**config.mk**
```make
export PLATFORM = sky130hd
export DESIGN_NAME = array_linked_list_engine
export DESIGN_NICKNAME = d
export VERILOG_FILES = /design/src/rtl/core/alle_pkg.sv /design/src/rtl/core/alle_alu.sv /design/src/rtl/core/alle_tables.sv /design/src/rtl/core/alle_seq.sv /design/src/rtl/core/array_linked_list_engine.sv
export SDC_FILE = /design/constraint.sdc
export NUM_CORES = 1
export LEC_CHECK = 0
export BUFFER_PORTS_ARGS = -buffer_cell sky130_fd_sc_hd__buf_2
export CAP_MARGIN = 20
export CORE_ASPECT_RATIO = 0.9
export CORE_UTILIZATION = 55
export CTS_BUF_LIST = sky130_fd_sc_hd__clkbuf_2 sky130_fd_sc_hd__clkbuf_4 sky130_fd_sc_hd__clkbuf_8
export DETAILED_ROUTE_END_ITERATION = 10
export PLACE_DENSITY = 0.72
export SETUP_SLACK_MARGIN = 0.02
export SLEW_MARGIN = 0
export SYNTH_ARGS = -nofsm -noshare
export SYNTH_HDL_FRONTEND = slang
export SYNTH_SLANG_ARGS = --single-unit
```
**constraint.sdc**
```tcl
create_clock -name clk -period 5.4 [get_ports clk]
set_input_delay 0.27 -clock clk [delete_from_list [all_inputs] [get_ports clk]]
set_output_delay 0.27 -clock clk [all_outputs]
set_load 0.1 [all_outputs]
```
**src/rtl/core/alle_pkg.sv**
```systemverilog
// Shared types, codes and defaults of the array linked list engine.
`timescale 1ns / 1ps

package alle_pkg;

	localparam int CAPACITY_DEF   = 16;
	localparam int DATA_WIDTH_DEF = 32;

	typedef enum logic [1:0] {
		OP_INS_AFTER  = 2'd0,
		OP_INS_BEFORE = 2'd1,
		OP_DELETE     = 2'd2,
		OP_READ       = 2'd3
	} alle_op_t;

	typedef enum logic [1:0] {
		ST_OK       = 2'd0,
		ST_FULL     = 2'd1,
		ST_BAD_SLOT = 2'd2,
		ST_RANGE    = 2'd3
	} alle_status_t;

	typedef enum logic [1:0] {
		ALU_INC = 2'd0,
		ALU_DEC = 2'd1,
		ALU_LT  = 2'd2,
		ALU_EQ  = 2'd3
	} alle_alu_op_t;

	// write enables of the slot tables
	typedef struct packed {
		logic h;
		logic t;
		logic u;
		logic d;
	} alle_we_t;

endpackage

```
**src/rtl/core/alle_alu.sv**
```systemverilog
// Shared slot-index unit: increment, decrement, less-than and equality.
`timescale 1ns / 1ps

module alle_alu #(
	parameter int W = 4
) (
	input  logic                  [W-1:0] a,
	input  logic                  [W-1:0] b,
	input  alle_pkg::alle_alu_op_t        op,
	output logic                  [W-1:0] y
);

	always_comb begin
		unique case (op)
			alle_pkg::ALU_INC: y = a + W'(1);
			alle_pkg::ALU_DEC: y = a - W'(1);
			alle_pkg::ALU_LT:  y = W'(a < b);
			alle_pkg::ALU_EQ:  y = W'(a == b);
			default:           y = '0;
		endcase
	end

endmodule

```
**src/rtl/core/alle_tables.sv**
```systemverilog
// Slot tables: link toward head, link toward tail, in-use bits and data words.
`timescale 1ns / 1ps

module alle_tables #(
	parameter int CAPACITY   = 16,
	parameter int DATA_WIDTH = 32,
	parameter int PTR_W      = 4
) (
	input  logic                      clk,
	input  alle_pkg::alle_we_t        we,
	input  logic [PTR_W-1:0]          h_wa,
	input  logic [PTR_W-1:0]          h_wd,
	input  logic [PTR_W-1:0]          t_wa,
	input  logic [PTR_W-1:0]          t_wd,
	input  logic [PTR_W-1:0]          ud_wa,   // shared by in-use bits and data
	input  logic                      u_wd,
	input  logic [DATA_WIDTH-1:0]     d_wd,
	input  logic [PTR_W-1:0]          h_ra,
	input  logic [PTR_W-1:0]          pos_ra,  // tail links and in-use bits
	input  logic [PTR_W-1:0]          d_ra,
	output logic [PTR_W-1:0]          rd_h_q,
	output logic [PTR_W-1:0]          rd_t_q,
	output logic                      rd_u_q,
	output logic [DATA_WIDTH-1:0]     rd_d_q
);

	logic [PTR_W-1:0]      h_mem [CAPACITY];
	logic [PTR_W-1:0]      t_mem [CAPACITY];
	logic                  u_mem [CAPACITY];
	logic [DATA_WIDTH-1:0] d_mem [CAPACITY];

	always_ff @(posedge clk) begin
		if (we.h) h_mem[h_wa] <= h_wd;
		if (we.t) t_mem[t_wa] <= t_wd;
		if (we.u) u_mem[ud_wa] <= u_wd;
		if (we.d) d_mem[ud_wa] <= d_wd;
		rd_h_q <= h_mem[h_ra];
		rd_t_q <= t_mem[pos_ra];
		rd_u_q <= u_mem[pos_ra];
		rd_d_q <= d_mem[d_ra];
	end

endmodule

```
**src/rtl/core/alle_seq.sv**
```systemverilog
// Operation sequencer: list registers, table access order and result build.
`timescale 1ns / 1ps

module alle_seq #(
	parameter int CAPACITY   = 16,
	parameter int DATA_WIDTH = 32,
	parameter int PTR_W      = 4
) (
	input  logic                         clk,
	input  logic                         arst_n,
	input  logic                         in_valid,
	output logic                         in_ready,
	input  alle_pkg::alle_op_t           in_op,
	input  logic [PTR_W-1:0]             in_pos,
	input  logic [DATA_WIDTH-1:0]        in_value,
	input  logic [PTR_W-1:0]             in_lidx,
	output logic                         res_valid,
	input  logic                         res_ready,
	output alle_pkg::alle_status_t       res_status,
	output logic [PTR_W-1:0]             res_slot,
	output logic [DATA_WIDTH-1:0]        res_value,
	output logic [PTR_W-1:0]             res_count,
	output alle_pkg::alle_we_t           we,
	output logic [PTR_W-1:0]             h_wa,
	output logic [PTR_W-1:0]             h_wd,
	output logic [PTR_W-1:0]             t_wa,
	output logic [PTR_W-1:0]             t_wd,
	output logic [PTR_W-1:0]             ud_wa,
	output logic                         u_wd,
	output logic [DATA_WIDTH-1:0]        d_wd,
	output logic [PTR_W-1:0]             h_ra,
	output logic [PTR_W-1:0]             pos_ra,
	output logic [PTR_W-1:0]             d_ra,
	input  logic [PTR_W-1:0]             rd_h_q,
	input  logic [PTR_W-1:0]             rd_t_q,
	input  logic                         rd_u_q,
	input  logic [DATA_WIDTH-1:0]        rd_d_q
);

	localparam logic [PTR_W-1:0] CAP_M1 = PTR_W'(CAPACITY - 1);
	localparam logic [PTR_W:0]   CAP_X  = (PTR_W + 1)'(CAPACITY);

	typedef enum logic [12:0] {
		S_CLEAR  = 13'h0001,
		S_IDLE   = 13'h0002,
		S_CHECK  = 13'h0004,
		S_FETCH  = 13'h0008,
		S_LOAD   = 13'h0010,
		S_DECIDE = 13'h0020,
		S_WR1    = 13'h0040,
		S_WR2    = 13'h0080,
		S_WR3    = 13'h0100,
		S_WALK   = 13'h0200,
		S_STEP   = 13'h0400,
		S_DATA   = 13'h0800,
		S_FIN    = 13'h1000
	} state_t;

	state_t                 state_q;
	logic [PTR_W-1:0]       clr_q;
	logic [PTR_W-1:0]       head_q;
	logic [PTR_W-1:0]       tail_q;
	logic [PTR_W-1:0]       ffirst_q;
	logic [PTR_W-1:0]       flast_q;
	logic [PTR_W-1:0]       count_q;

	alle_pkg::alle_op_t     op_q;
	logic [PTR_W-1:0]       pos_q;
	logic [DATA_WIDTH-1:0]  val_q;
	logic [PTR_W-1:0]       lidx_q;
	logic [PTR_W-1:0]       lnk_h_q;
	logic [PTR_W-1:0]       lnk_t_q;
	logic                   use_q;
	logic [PTR_W-1:0]       nfree_q;
	logic [PTR_W-1:0]       nslot_q;
	alle_pkg::alle_status_t status_q;
	logic [DATA_WIDTH-1:0]  rval_q;
	logic                   ok_q;
	logic                   full_q;
	logic [PTR_W-1:0]       walk_s_q;
	logic [PTR_W-1:0]       walk_k_q;

	logic [PTR_W-1:0]       alu_a;
	logic [PTR_W-1:0]       alu_b;
	alle_pkg::alle_alu_op_t alu_op;
	logic [PTR_W-1:0]       alu_y;

	logic is_ins;
	logic is_del;
	logic empty;
	logic pos_ok;

	assign is_ins = (op_q == alle_pkg::OP_INS_AFTER) || (op_q == alle_pkg::OP_INS_BEFORE);
	assign is_del = (op_q == alle_pkg::OP_DELETE);
	assign empty  = (count_q == '0);
	assign pos_ok = (pos_q != '0) && ((PTR_W + 1)'(pos_q) < CAP_X) && use_q;

	alle_alu #(.W(PTR_W)) u_alu (
		.a  (alu_a),
		.b  (alu_b),
		.op (alu_op),
		.y  (alu_y)
	);

	// one index unit, shared by sweep, checks, walk and count update
	always_comb begin
		alu_a  = count_q;
		alu_b  = CAP_M1;
		alu_op = alle_pkg::ALU_EQ;
		unique case (state_q)
			S_CLEAR: begin
				alu_a  = clr_q;
				alu_op = alle_pkg::ALU_INC;
			end
			S_CHECK: begin
				if (op_q == alle_pkg::OP_READ) begin
					alu_a  = lidx_q;
					alu_b  = count_q;
					alu_op = alle_pkg::ALU_LT;
				end
			end
			S_WALK: begin
				alu_a  = walk_k_q;
				alu_op = alle_pkg::ALU_DEC;
			end
			S_FIN: begin
				alu_op = is_del ? alle_pkg::ALU_DEC : alle_pkg::ALU_INC;
			end
			default: ;
		endcase
	end

	assign in_ready   = (state_q == S_IDLE);
	assign res_valid  = (state_q == S_FIN);
	assign res_status = status_q;
	assign res_slot   = nslot_q;
	assign res_value  = rval_q;
	assign res_count  = ok_q ? alu_y : count_q;

	assign pos_ra = pos_q;
	assign d_ra   = walk_s_q;

	always_comb begin
		unique case (state_q)
			S_CHECK: h_ra = is_ins ? ffirst_q : pos_q;
			S_WALK:  h_ra = walk_s_q;
			default: h_ra = pos_q;
		endcase
	end

	// table writes
	always_comb begin
		we    = '0;
		h_wa  = '0;
		h_wd  = '0;
		t_wa  = '0;
		t_wd  = '0;
		ud_wa = '0;
		u_wd  = 1'b0;
		d_wd  = val_q;
		unique case (state_q)
			S_CLEAR: begin
				we.h  = 1'b1;
				we.t  = 1'b1;
				we.u  = 1'b1;
				h_wa  = clr_q;
				t_wa  = clr_q;
				ud_wa = clr_q;
				h_wd  = ((clr_q != '0) && (clr_q != CAP_M1)) ? alu_y : '0;
				u_wd  = (clr_q == '0);
			end
			S_WR1: begin
				if (is_del) begin
					we.h  = (lnk_t_q != '0);
					h_wa  = lnk_t_q;
					h_wd  = lnk_h_q;
					we.t  = (lnk_h_q != '0);
					t_wa  = lnk_h_q;
					t_wd  = lnk_t_q;
					we.u  = 1'b1;
					ud_wa = pos_q;
				end else begin
					we    = '1;
					h_wa  = nslot_q;
					t_wa  = nslot_q;
					ud_wa = nslot_q;
					u_wd  = 1'b1;
					if (!empty) begin
						h_wd = (op_q == alle_pkg::OP_INS_AFTER) ? lnk_h_q : pos_q;
						t_wd = (op_q == alle_pkg::OP_INS_AFTER) ? pos_q : lnk_t_q;
					end
				end
			end
			S_WR2: begin
				if (is_del) begin
					we.h = 1'b1;
					we.t = 1'b1;
					h_wa = pos_q;
					t_wa = pos_q;
				end else if (op_q == alle_pkg::OP_INS_AFTER) begin
					we.h = 1'b1;
					h_wa = pos_q;
					h_wd = nslot_q;
					we.t = (lnk_h_q != '0);
					t_wa = lnk_h_q;
					t_wd = nslot_q;
				end else begin
					we.t = 1'b1;
					t_wa = pos_q;
					t_wd = nslot_q;
					we.h = (lnk_t_q != '0);
					h_wa = lnk_t_q;
					h_wd = nslot_q;
				end
			end
			S_WR3: begin
				we.h = 1'b1;
				h_wa = flast_q;
				h_wd = pos_q;
			end
			default: ;
		endcase
	end

	// control state and list registers
	always_ff @(posedge clk or negedge arst_n) begin
		if (!arst_n) begin
			state_q  <= S_CLEAR;
			clr_q    <= '0;
			head_q   <= '0;
			tail_q   <= '0;
			ffirst_q <= PTR_W'(1);
			flast_q  <= CAP_M1;
			count_q  <= '0;
		end else begin
			unique case (state_q)
				S_CLEAR: begin
					clr_q <= alu_y;
					if (clr_q == CAP_M1) state_q <= S_IDLE;
				end
				S_IDLE: begin
					if (in_valid) state_q <= S_CHECK;
				end
				S_CHECK: begin
					unique case (op_q)
						alle_pkg::OP_READ:   state_q <= alu_y[0] ? S_WALK : S_FIN;
						alle_pkg::OP_DELETE: state_q <= S_LOAD;
						default:             state_q <= alu_y[0] ? S_FIN : S_FETCH;
					endcase
				end
				S_FETCH:  state_q <= S_LOAD;
				S_LOAD:   state_q <= S_DECIDE;
				S_DECIDE: begin
					state_q <= ((is_ins && empty) || pos_ok) ? S_WR1 : S_FIN;
				end
				S_WR1: begin
					if (is_del) begin
						if (pos_q == head_q) head_q <= lnk_t_q;
						if (pos_q == tail_q) tail_q <= lnk_h_q;
						state_q <= S_WR2;
					end else begin
						ffirst_q <= nfree_q;
						if (empty) begin
							head_q  <= nslot_q;
							tail_q  <= nslot_q;
							state_q <= S_FIN;
						end else begin
							state_q <= S_WR2;
						end
					end
				end
				S_WR2: begin
					if (is_del) begin
						if (full_q) begin
							ffirst_q <= pos_q;
							flast_q  <= pos_q;
							state_q  <= S_FIN;
						end else begin
							state_q <= S_WR3;
						end
					end else begin
						if (op_q == alle_pkg::OP_INS_AFTER && pos_q == head_q)
							head_q <= nslot_q;
						if (op_q == alle_pkg::OP_INS_BEFORE && pos_q == tail_q)
							tail_q <= nslot_q;
						state_q <= S_FIN;
					end
				end
				S_WR3: begin
					flast_q <= pos_q;
					state_q <= S_FIN;
				end
				S_WALK:  state_q <= (walk_k_q == '0) ? S_DATA : S_STEP;
				S_STEP:  state_q <= S_WALK;
				S_DATA:  state_q <= S_FIN;
				S_FIN: begin
					if (res_ready) begin
						count_q <= res_count;
						state_q <= S_IDLE;
					end
				end
				default: state_q <= S_IDLE;
			endcase
		end
	end

	// per-item payload
	always_ff @(posedge clk) begin
		unique case (state_q)
			S_IDLE: begin
				op_q     <= in_op;
				pos_q    <= in_pos;
				val_q    <= in_value;
				lidx_q   <= in_lidx;
				status_q <= alle_pkg::ST_OK;
				nslot_q  <= '0;
				rval_q   <= '0;
				ok_q     <= 1'b0;
			end
			S_CHECK: begin
				full_q   <= alu_y[0];
				walk_s_q <= tail_q;
				walk_k_q <= lidx_q;
				if (op_q == alle_pkg::OP_READ) begin
					if (!alu_y[0]) status_q <= alle_pkg::ST_RANGE;
				end else if (is_ins && alu_y[0]) begin
					status_q <= alle_pkg::ST_FULL;
				end
			end
			S_FETCH: begin
				nfree_q <= rd_h_q;
				lnk_t_q <= rd_t_q;
				use_q   <= rd_u_q;
			end
			S_LOAD: begin
				lnk_h_q <= rd_h_q;
				if (is_del) begin
					lnk_t_q <= rd_t_q;
					use_q   <= rd_u_q;
				end
			end
			S_DECIDE: begin
				if ((is_ins && empty) || pos_ok) begin
					ok_q <= 1'b1;
					if (is_ins) nslot_q <= ffirst_q;
				end else begin
					status_q <= alle_pkg::ST_BAD_SLOT;
				end
			end
			S_WALK: begin
				walk_k_q <= alu_y;
			end
			S_STEP: begin
				walk_s_q <= rd_h_q;
			end
			S_DATA: begin
				rval_q <= rd_d_q;
			end
			default: ;
		endcase
	end

`ifndef SYNTHESIS
	a_count_max: assert property (@(posedge clk) disable iff (!arst_n)
		count_q <= CAP_M1)
		else $error("entry count above table size");

	a_ends_match_count: assert property (@(posedge clk) disable iff (!arst_n)
		(state_q == S_IDLE) |->
		(((count_q == '0) == (head_q == '0)) && ((count_q == '0) == (tail_q == '0))))
		else $error("list ends disagree with entry count");

	a_free_slot: assert property (@(posedge clk) disable iff (!arst_n)
		((state_q == S_IDLE) && (count_q != CAP_M1)) |-> (ffirst_q != '0))
		else $error("free list head is the sentinel while slots are free");

	a_error_clean: assert property (@(posedge clk) disable iff (!arst_n)
		(res_valid && (res_status != alle_pkg::ST_OK)) |->
		((res_slot == '0) && (res_value == '0) && (res_count == count_q)))
		else $error("error result carries data or changes the count");

	a_result_held: assert property (@(posedge clk) disable iff (!arst_n)
		(res_valid && !res_ready) |=> (res_valid && $stable(res_count)))
		else $error("pending result dropped");
`endif

endmodule

```
**src/rtl/core/array_linked_list_engine.sv**
```systemverilog
// Top level of the array linked list engine: stream ports and result register.
`timescale 1ns / 1ps

// Doubly linked list kept in a table of CAPACITY slots, slot 0 being the
// sentinel that ends both sides; free slots are chained in a singly linked
// free list. Each input beat carries one operation (tuser): insert after a
// slot, insert before a slot, delete a slot, or read the entry at a logical
// index counted from the tail. Each beat yields exactly one result beat with
// a status in tuser and the taken slot, read word and entry count in tdata.
// After reset the block sweeps the link and in-use tables to their start
// values, one slot per cycle over all CAPACITY slots, and s_tready stays low.
// The block then works on one operation at a time, sequencing a single
// registered read port per table and one shared index unit. A read walks
// the links hop by hop, each hop waiting on the registered link table read.
// s_tready rises again the cycle after the result is registered; a held
// result in the output register only stalls the next operation at its end.

module array_linked_list_engine #(
	parameter int CAPACITY   = alle_pkg::CAPACITY_DEF,
	parameter int DATA_WIDTH = alle_pkg::DATA_WIDTH_DEF,
	localparam int PTR_W     = $clog2(CAPACITY),
	localparam int FIELD_W   = 2 * PTR_W + DATA_WIDTH,
	localparam int TDATA_W   = ((FIELD_W + 7) / 8) * 8
) (
	input  logic               clk,
	input  logic               arst_n,
	input  logic               s_tvalid,
	output logic               s_tready,
	input  logic [TDATA_W-1:0] s_tdata,   // slot_pos, item_value, logical_index, zero pad
	input  logic [1:0]         s_tuser,   // operation
	output logic               m_tvalid,
	input  logic               m_tready,
	output logic [TDATA_W-1:0] m_tdata,   // new_slot, read_value, entry_count, zero pad
	output logic [1:0]         m_tuser    // status
);

	// unpacked input fields
	alle_pkg::alle_op_t     in_op;
	logic [PTR_W-1:0]       in_pos;
	logic [DATA_WIDTH-1:0]  in_value;
	logic [PTR_W-1:0]       in_lidx;

	assign in_op    = alle_pkg::alle_op_t'(s_tuser);
	assign in_pos   = s_tdata[PTR_W-1:0];
	assign in_value = s_tdata[PTR_W +: DATA_WIDTH];
	assign in_lidx  = s_tdata[PTR_W + DATA_WIDTH +: PTR_W];

	// sequencer result
	logic                   res_valid;
	logic                   res_ready;
	alle_pkg::alle_status_t res_status;
	logic [PTR_W-1:0]       res_slot;
	logic [DATA_WIDTH-1:0]  res_value;
	logic [PTR_W-1:0]       res_count;

	// table ports
	alle_pkg::alle_we_t     we;
	logic [PTR_W-1:0]       h_wa;
	logic [PTR_W-1:0]       h_wd;
	logic [PTR_W-1:0]       t_wa;
	logic [PTR_W-1:0]       t_wd;
	logic [PTR_W-1:0]       ud_wa;
	logic                   u_wd;
	logic [DATA_WIDTH-1:0]  d_wd;
	logic [PTR_W-1:0]       h_ra;
	logic [PTR_W-1:0]       pos_ra;
	logic [PTR_W-1:0]       d_ra;
	logic [PTR_W-1:0]       rd_h_q;
	logic [PTR_W-1:0]       rd_t_q;
	logic                   rd_u_q;
	logic [DATA_WIDTH-1:0]  rd_d_q;

	// output register
	logic                   m_valid_q;
	alle_pkg::alle_status_t m_status_q;
	logic [PTR_W-1:0]       m_slot_q;
	logic [DATA_WIDTH-1:0]  m_value_q;
	logic [PTR_W-1:0]       m_count_q;

	alle_tables #(
		.CAPACITY   (CAPACITY),
		.DATA_WIDTH (DATA_WIDTH),
		.PTR_W      (PTR_W)
	) u_tables (
		.clk    (clk),
		.we     (we),
		.h_wa   (h_wa),
		.h_wd   (h_wd),
		.t_wa   (t_wa),
		.t_wd   (t_wd),
		.ud_wa  (ud_wa),
		.u_wd   (u_wd),
		.d_wd   (d_wd),
		.h_ra   (h_ra),
		.pos_ra (pos_ra),
		.d_ra   (d_ra),
		.rd_h_q (rd_h_q),
		.rd_t_q (rd_t_q),
		.rd_u_q (rd_u_q),
		.rd_d_q (rd_d_q)
	);

	alle_seq #(
		.CAPACITY   (CAPACITY),
		.DATA_WIDTH (DATA_WIDTH),
		.PTR_W      (PTR_W)
	) u_seq (
		.clk        (clk),
		.arst_n     (arst_n),
		.in_valid   (s_tvalid),
		.in_ready   (s_tready),
		.in_op      (in_op),
		.in_pos     (in_pos),
		.in_value   (in_value),
		.in_lidx    (in_lidx),
		.res_valid  (res_valid),
		.res_ready  (res_ready),
		.res_status (res_status),
		.res_slot   (res_slot),
		.res_value  (res_value),
		.res_count  (res_count),
		.we         (we),
		.h_wa       (h_wa),
		.h_wd       (h_wd),
		.t_wa       (t_wa),
		.t_wd       (t_wd),
		.ud_wa      (ud_wa),
		.u_wd       (u_wd),
		.d_wd       (d_wd),
		.h_ra       (h_ra),
		.pos_ra     (pos_ra),
		.d_ra       (d_ra),
		.rd_h_q     (rd_h_q),
		.rd_t_q     (rd_t_q),
		.rd_u_q     (rd_u_q),
		.rd_d_q     (rd_d_q)
	);

	// result register frees the sequencer while the beat waits downstream
	assign res_ready = !m_valid_q || m_tready;

	always_ff @(posedge clk or negedge arst_n) begin
		if (!arst_n) begin
			m_valid_q <= 1'b0;
		end else if (res_valid && res_ready) begin
			m_valid_q <= 1'b1;
		end else if (m_tready) begin
			m_valid_q <= 1'b0;
		end
	end

	always_ff @(posedge clk) begin
		if (res_valid && res_ready) begin
			m_status_q <= res_status;
			m_slot_q   <= res_slot;
			m_value_q  <= res_value;
			m_count_q  <= res_count;
		end
	end

	assign m_tvalid = m_valid_q;
	assign m_tuser  = m_status_q;
	assign m_tdata  = TDATA_W'({m_count_q, m_value_q, m_slot_q});

endmodule
```
==> flow_summary.yaml <==
run_status:
  status: "finished, final reports clean"
routing:
  wl_met1_mm: 30.5
  routed_wl_mm: 74.3
  ant_nets: 0
  vias_per_cell: 6.22
  vias: 17600
  route.met3.wl_mm: 5.63
  dr_wl_met2_mm: 36.3
  top_layer: "met4"
  remaining_drc_errors: 0
  drt-wirelength-per-cell_um: 26.3
  dr.pass1.iters: 6
  drt_iter0_drc: 1940
sta:
  finalSetupViolations: 0
  setup-tns-final_ps: 0
  worst_hold_slack_ps: 154
  grt_setup_unrepaired: "false"
  clock_skew_ps: 40.3
  min_period_ps: 4360
  setup_slack_ps: 1040
  relSlewSlack: 0.297
  finalHoldViolCount: 0
  min_period_over_period: 0.808
  fmax_mhz: 229
  slew_violations: 0
  worst_slew_pin_slew_ps: 1050
setup_path:
  cp.arrival_ps: 4890
  criticalPathCategory: "flip-flop to flip-flop"
  r2r-start: "u_seq.state_q[9]"
  reg2reg_slack_ps: 1040
  startpoint: "u_seq.state_q[9]"
  critPathCaptureType: "flip-flop"
  required_ps: 5920
  path_max_fanout: 16
  startpoint_type: "flip-flop"
  regToRegEndpoint: "u_tables.h_mem[9][0]"
  worstRegToRegCells: 14
power:
  power_density_nw_per_um2: 461
  vdd_drop_max_v: 0.000393
  leakagePower_nw: 13.2
  total_power_mw: 17.8
layout:
  finalNonFillerCells: 2827
  fillers: 3990
  drive_gt1_frac: 0.294
  syn_to_final_growth_pct: 14.3
  fin_util: 0.640
  nNetsFinal: 1992
  num_antenna_cells: 0
  final_cell_area_sq_um: 38600
yosys:
  synth_async_sr_flop_share: 0.0388
  synth.top_cell.area_share: 0.713
  netlist_instances: 1706
  synth-edff-count: 801
  synth_top_flop_cell: "edfxtp_1"
  ys_seq_area_frac: 0.763
  synth_cell_types: 70
  netlist_area_sq_um: 33700
  yosys.area.top_type: "edfxtp_1"
  synth_top_cells_by_count: "801 x edfxtp_1, 185 x mux4_2, 90 x nor2_1"
  syn_area_per_cell_sq_um: 19.8
  synth_area_leaders: "edfxtp_1 71%, mux4_2 12%, dfxtp_1 2.4%, dfrtp_1 2.1%, nor2_1 1.0%"
  yosys_warnings: 0
  synth-seq-cells: 876
  synth_most_common_cell: "edfxtp_1"
  syn_nets: 1759
clock_tree:
  clk_latency_ps: 780
  cts_root_buffer: "clkbuf_8"
  postCtsSetupRepairBufs: 0
  cts.htree.levels: 4
  numCtsBuffers: 133
  ctsResizeCount: 0
  cts_tree: "built"
  cts_hold_buf: 45
  clk_path_buf_depth: 3
  path_clk_slew_ps: 60
  cts.sinks: 876
die:
  initial_utilization: 0.561
  dieWidth_um: 263
  core_sq_um: 60200
  num_io_pins: 90
  rows: 85
  dieArea_sq_um: 62300
  die_y_um: 237
placed_design:
  port_buffers: 89
  hpwl_mm: 45.5
  pre_cts_ws_ps: 1080
  place_area_sq_um: 35400
  gp_congestion: 0.954
  dpl.cell_count: 2534
grt:
  grt_max_degree: 129
  grt-ovfl-total: 0
  grt_pass1_vias: 18000
  antenna_found_initial: 0
  track_usage: 0.246
  grt_pass1_wl_mm: 113
min_path:
  holdCritPathClass: "input port to asynchronous set/reset pin"
flow_run:
  max-cap-violations: 0
[registers in the layout (all words and copies together) (netlist names), 13 cells and up]
register         cells
u_tables.t_mem      64
u_seq.d_wd          32
u_tables.d_mem     512
u_seq.res_value     32
u_tables.rd_d_q     32
u_seq.state_q       13
u_tables.u_mem      16
m_value_q           32
u_tables.h_mem      64
[power breakdown]
part / total [mW] / switching (mW) / internal, mW
clock: 5.42 / 2.51 / 2.91
combinational: 2.77 / 1.75 / 1.02
sequential: 9.59 / 0.890 / 8.70
total: 17.8 / 5.15 / 12.6
[per-layer routing]
layer,up-vias,GRT usage
met4,0,0.0900
met2,845,0.387
li1,7470,-
met1,9114,0.346
met5,-,0
met3,160,0.0492
[layout make-up]
class	instances	area [sq um]	share of cell area
clock buffer	199	2430	0.0631
clock inverter	41	259	0.00672
inverter	17	65.1	0.00169
multi-input combinational	733	7730	0.200
sequential	876	25700	0.667
tap	783	980	0.0254
timing repair buffer	178	1360	0.0352
[kinds of logic after synthesis]
| logic type | Yosys count | share of synthesized area |
|---|---|---|
| muxes | 222 | 0.135 |
| DFF | 876 | 0.763 |
| AOI/OAI and AO/OA | 157 | 0.0338 |
| xor gates and xnor gates | 9 | 0.00234 |
| buffers and inverters | 97 | 0.0124 |
| adders and majority gates | 7 | 0.00282 |
| and+or+nand+nor | 338 | 0.0511 |
[how the worst max path moves through the flow]
stage                                end  slack (ps)
global placement    u_tables.h_mem[3][0]        1060
finish              u_tables.h_mem[9][0]        1040
global route        u_tables.h_mem[6][0]         700
CTS                 u_tables.h_mem[9][0]        1060
floorplan           u_tables.h_mem[0][0]        1110
detailed placement  u_tables.h_mem[3][0]        1080
[critical path, cell delays in order, from the launching register on]
cell     delay, ps
dfrtp_1        480
nor4_1         660
nand4_1        500
o21a_1         270
a22oi_1        180
nand3_1        190
ha_1           360
nor2b_1        150
o21a_1         130
o21a_1         130
o21ai_0         70
mux2_2         310
o21ai_1        280
o21ai_0        180
buf_4          220
[placed cells by master, fill, tap and decap left out, types with 10 or more instances in the layout]
cell type      netlist  final
nor2_4               0     16
nand4_1             10     10
nand3_1             12     12
o22ai_1             11     11
clkinv_2             1     16
dlygate4sd3_1        0     45
clkbuf_8             0    150
mux2i_1             26     26
nor4_1              12     11
and3_1              18     18
and2_1              41     41
buf_4                2     33
mux2_2              11     11
edfxtp_1           801    801
a211oi_1            11     11
nor3_1              13     13
o21ai_0             30     26
a21oi_1             18     18
buf_2                7     90
clkbuf_4             0     49
nand2_1             85     85
nor2_1              90     74
clkinv_1             0     13
dfxtp_1             41     41
mux4_2             185    185
inv_1               16     15
dfrtp_1             28     28
nand2b_1            10     10
Note: power is estimated with default switching activity, not from simulation.
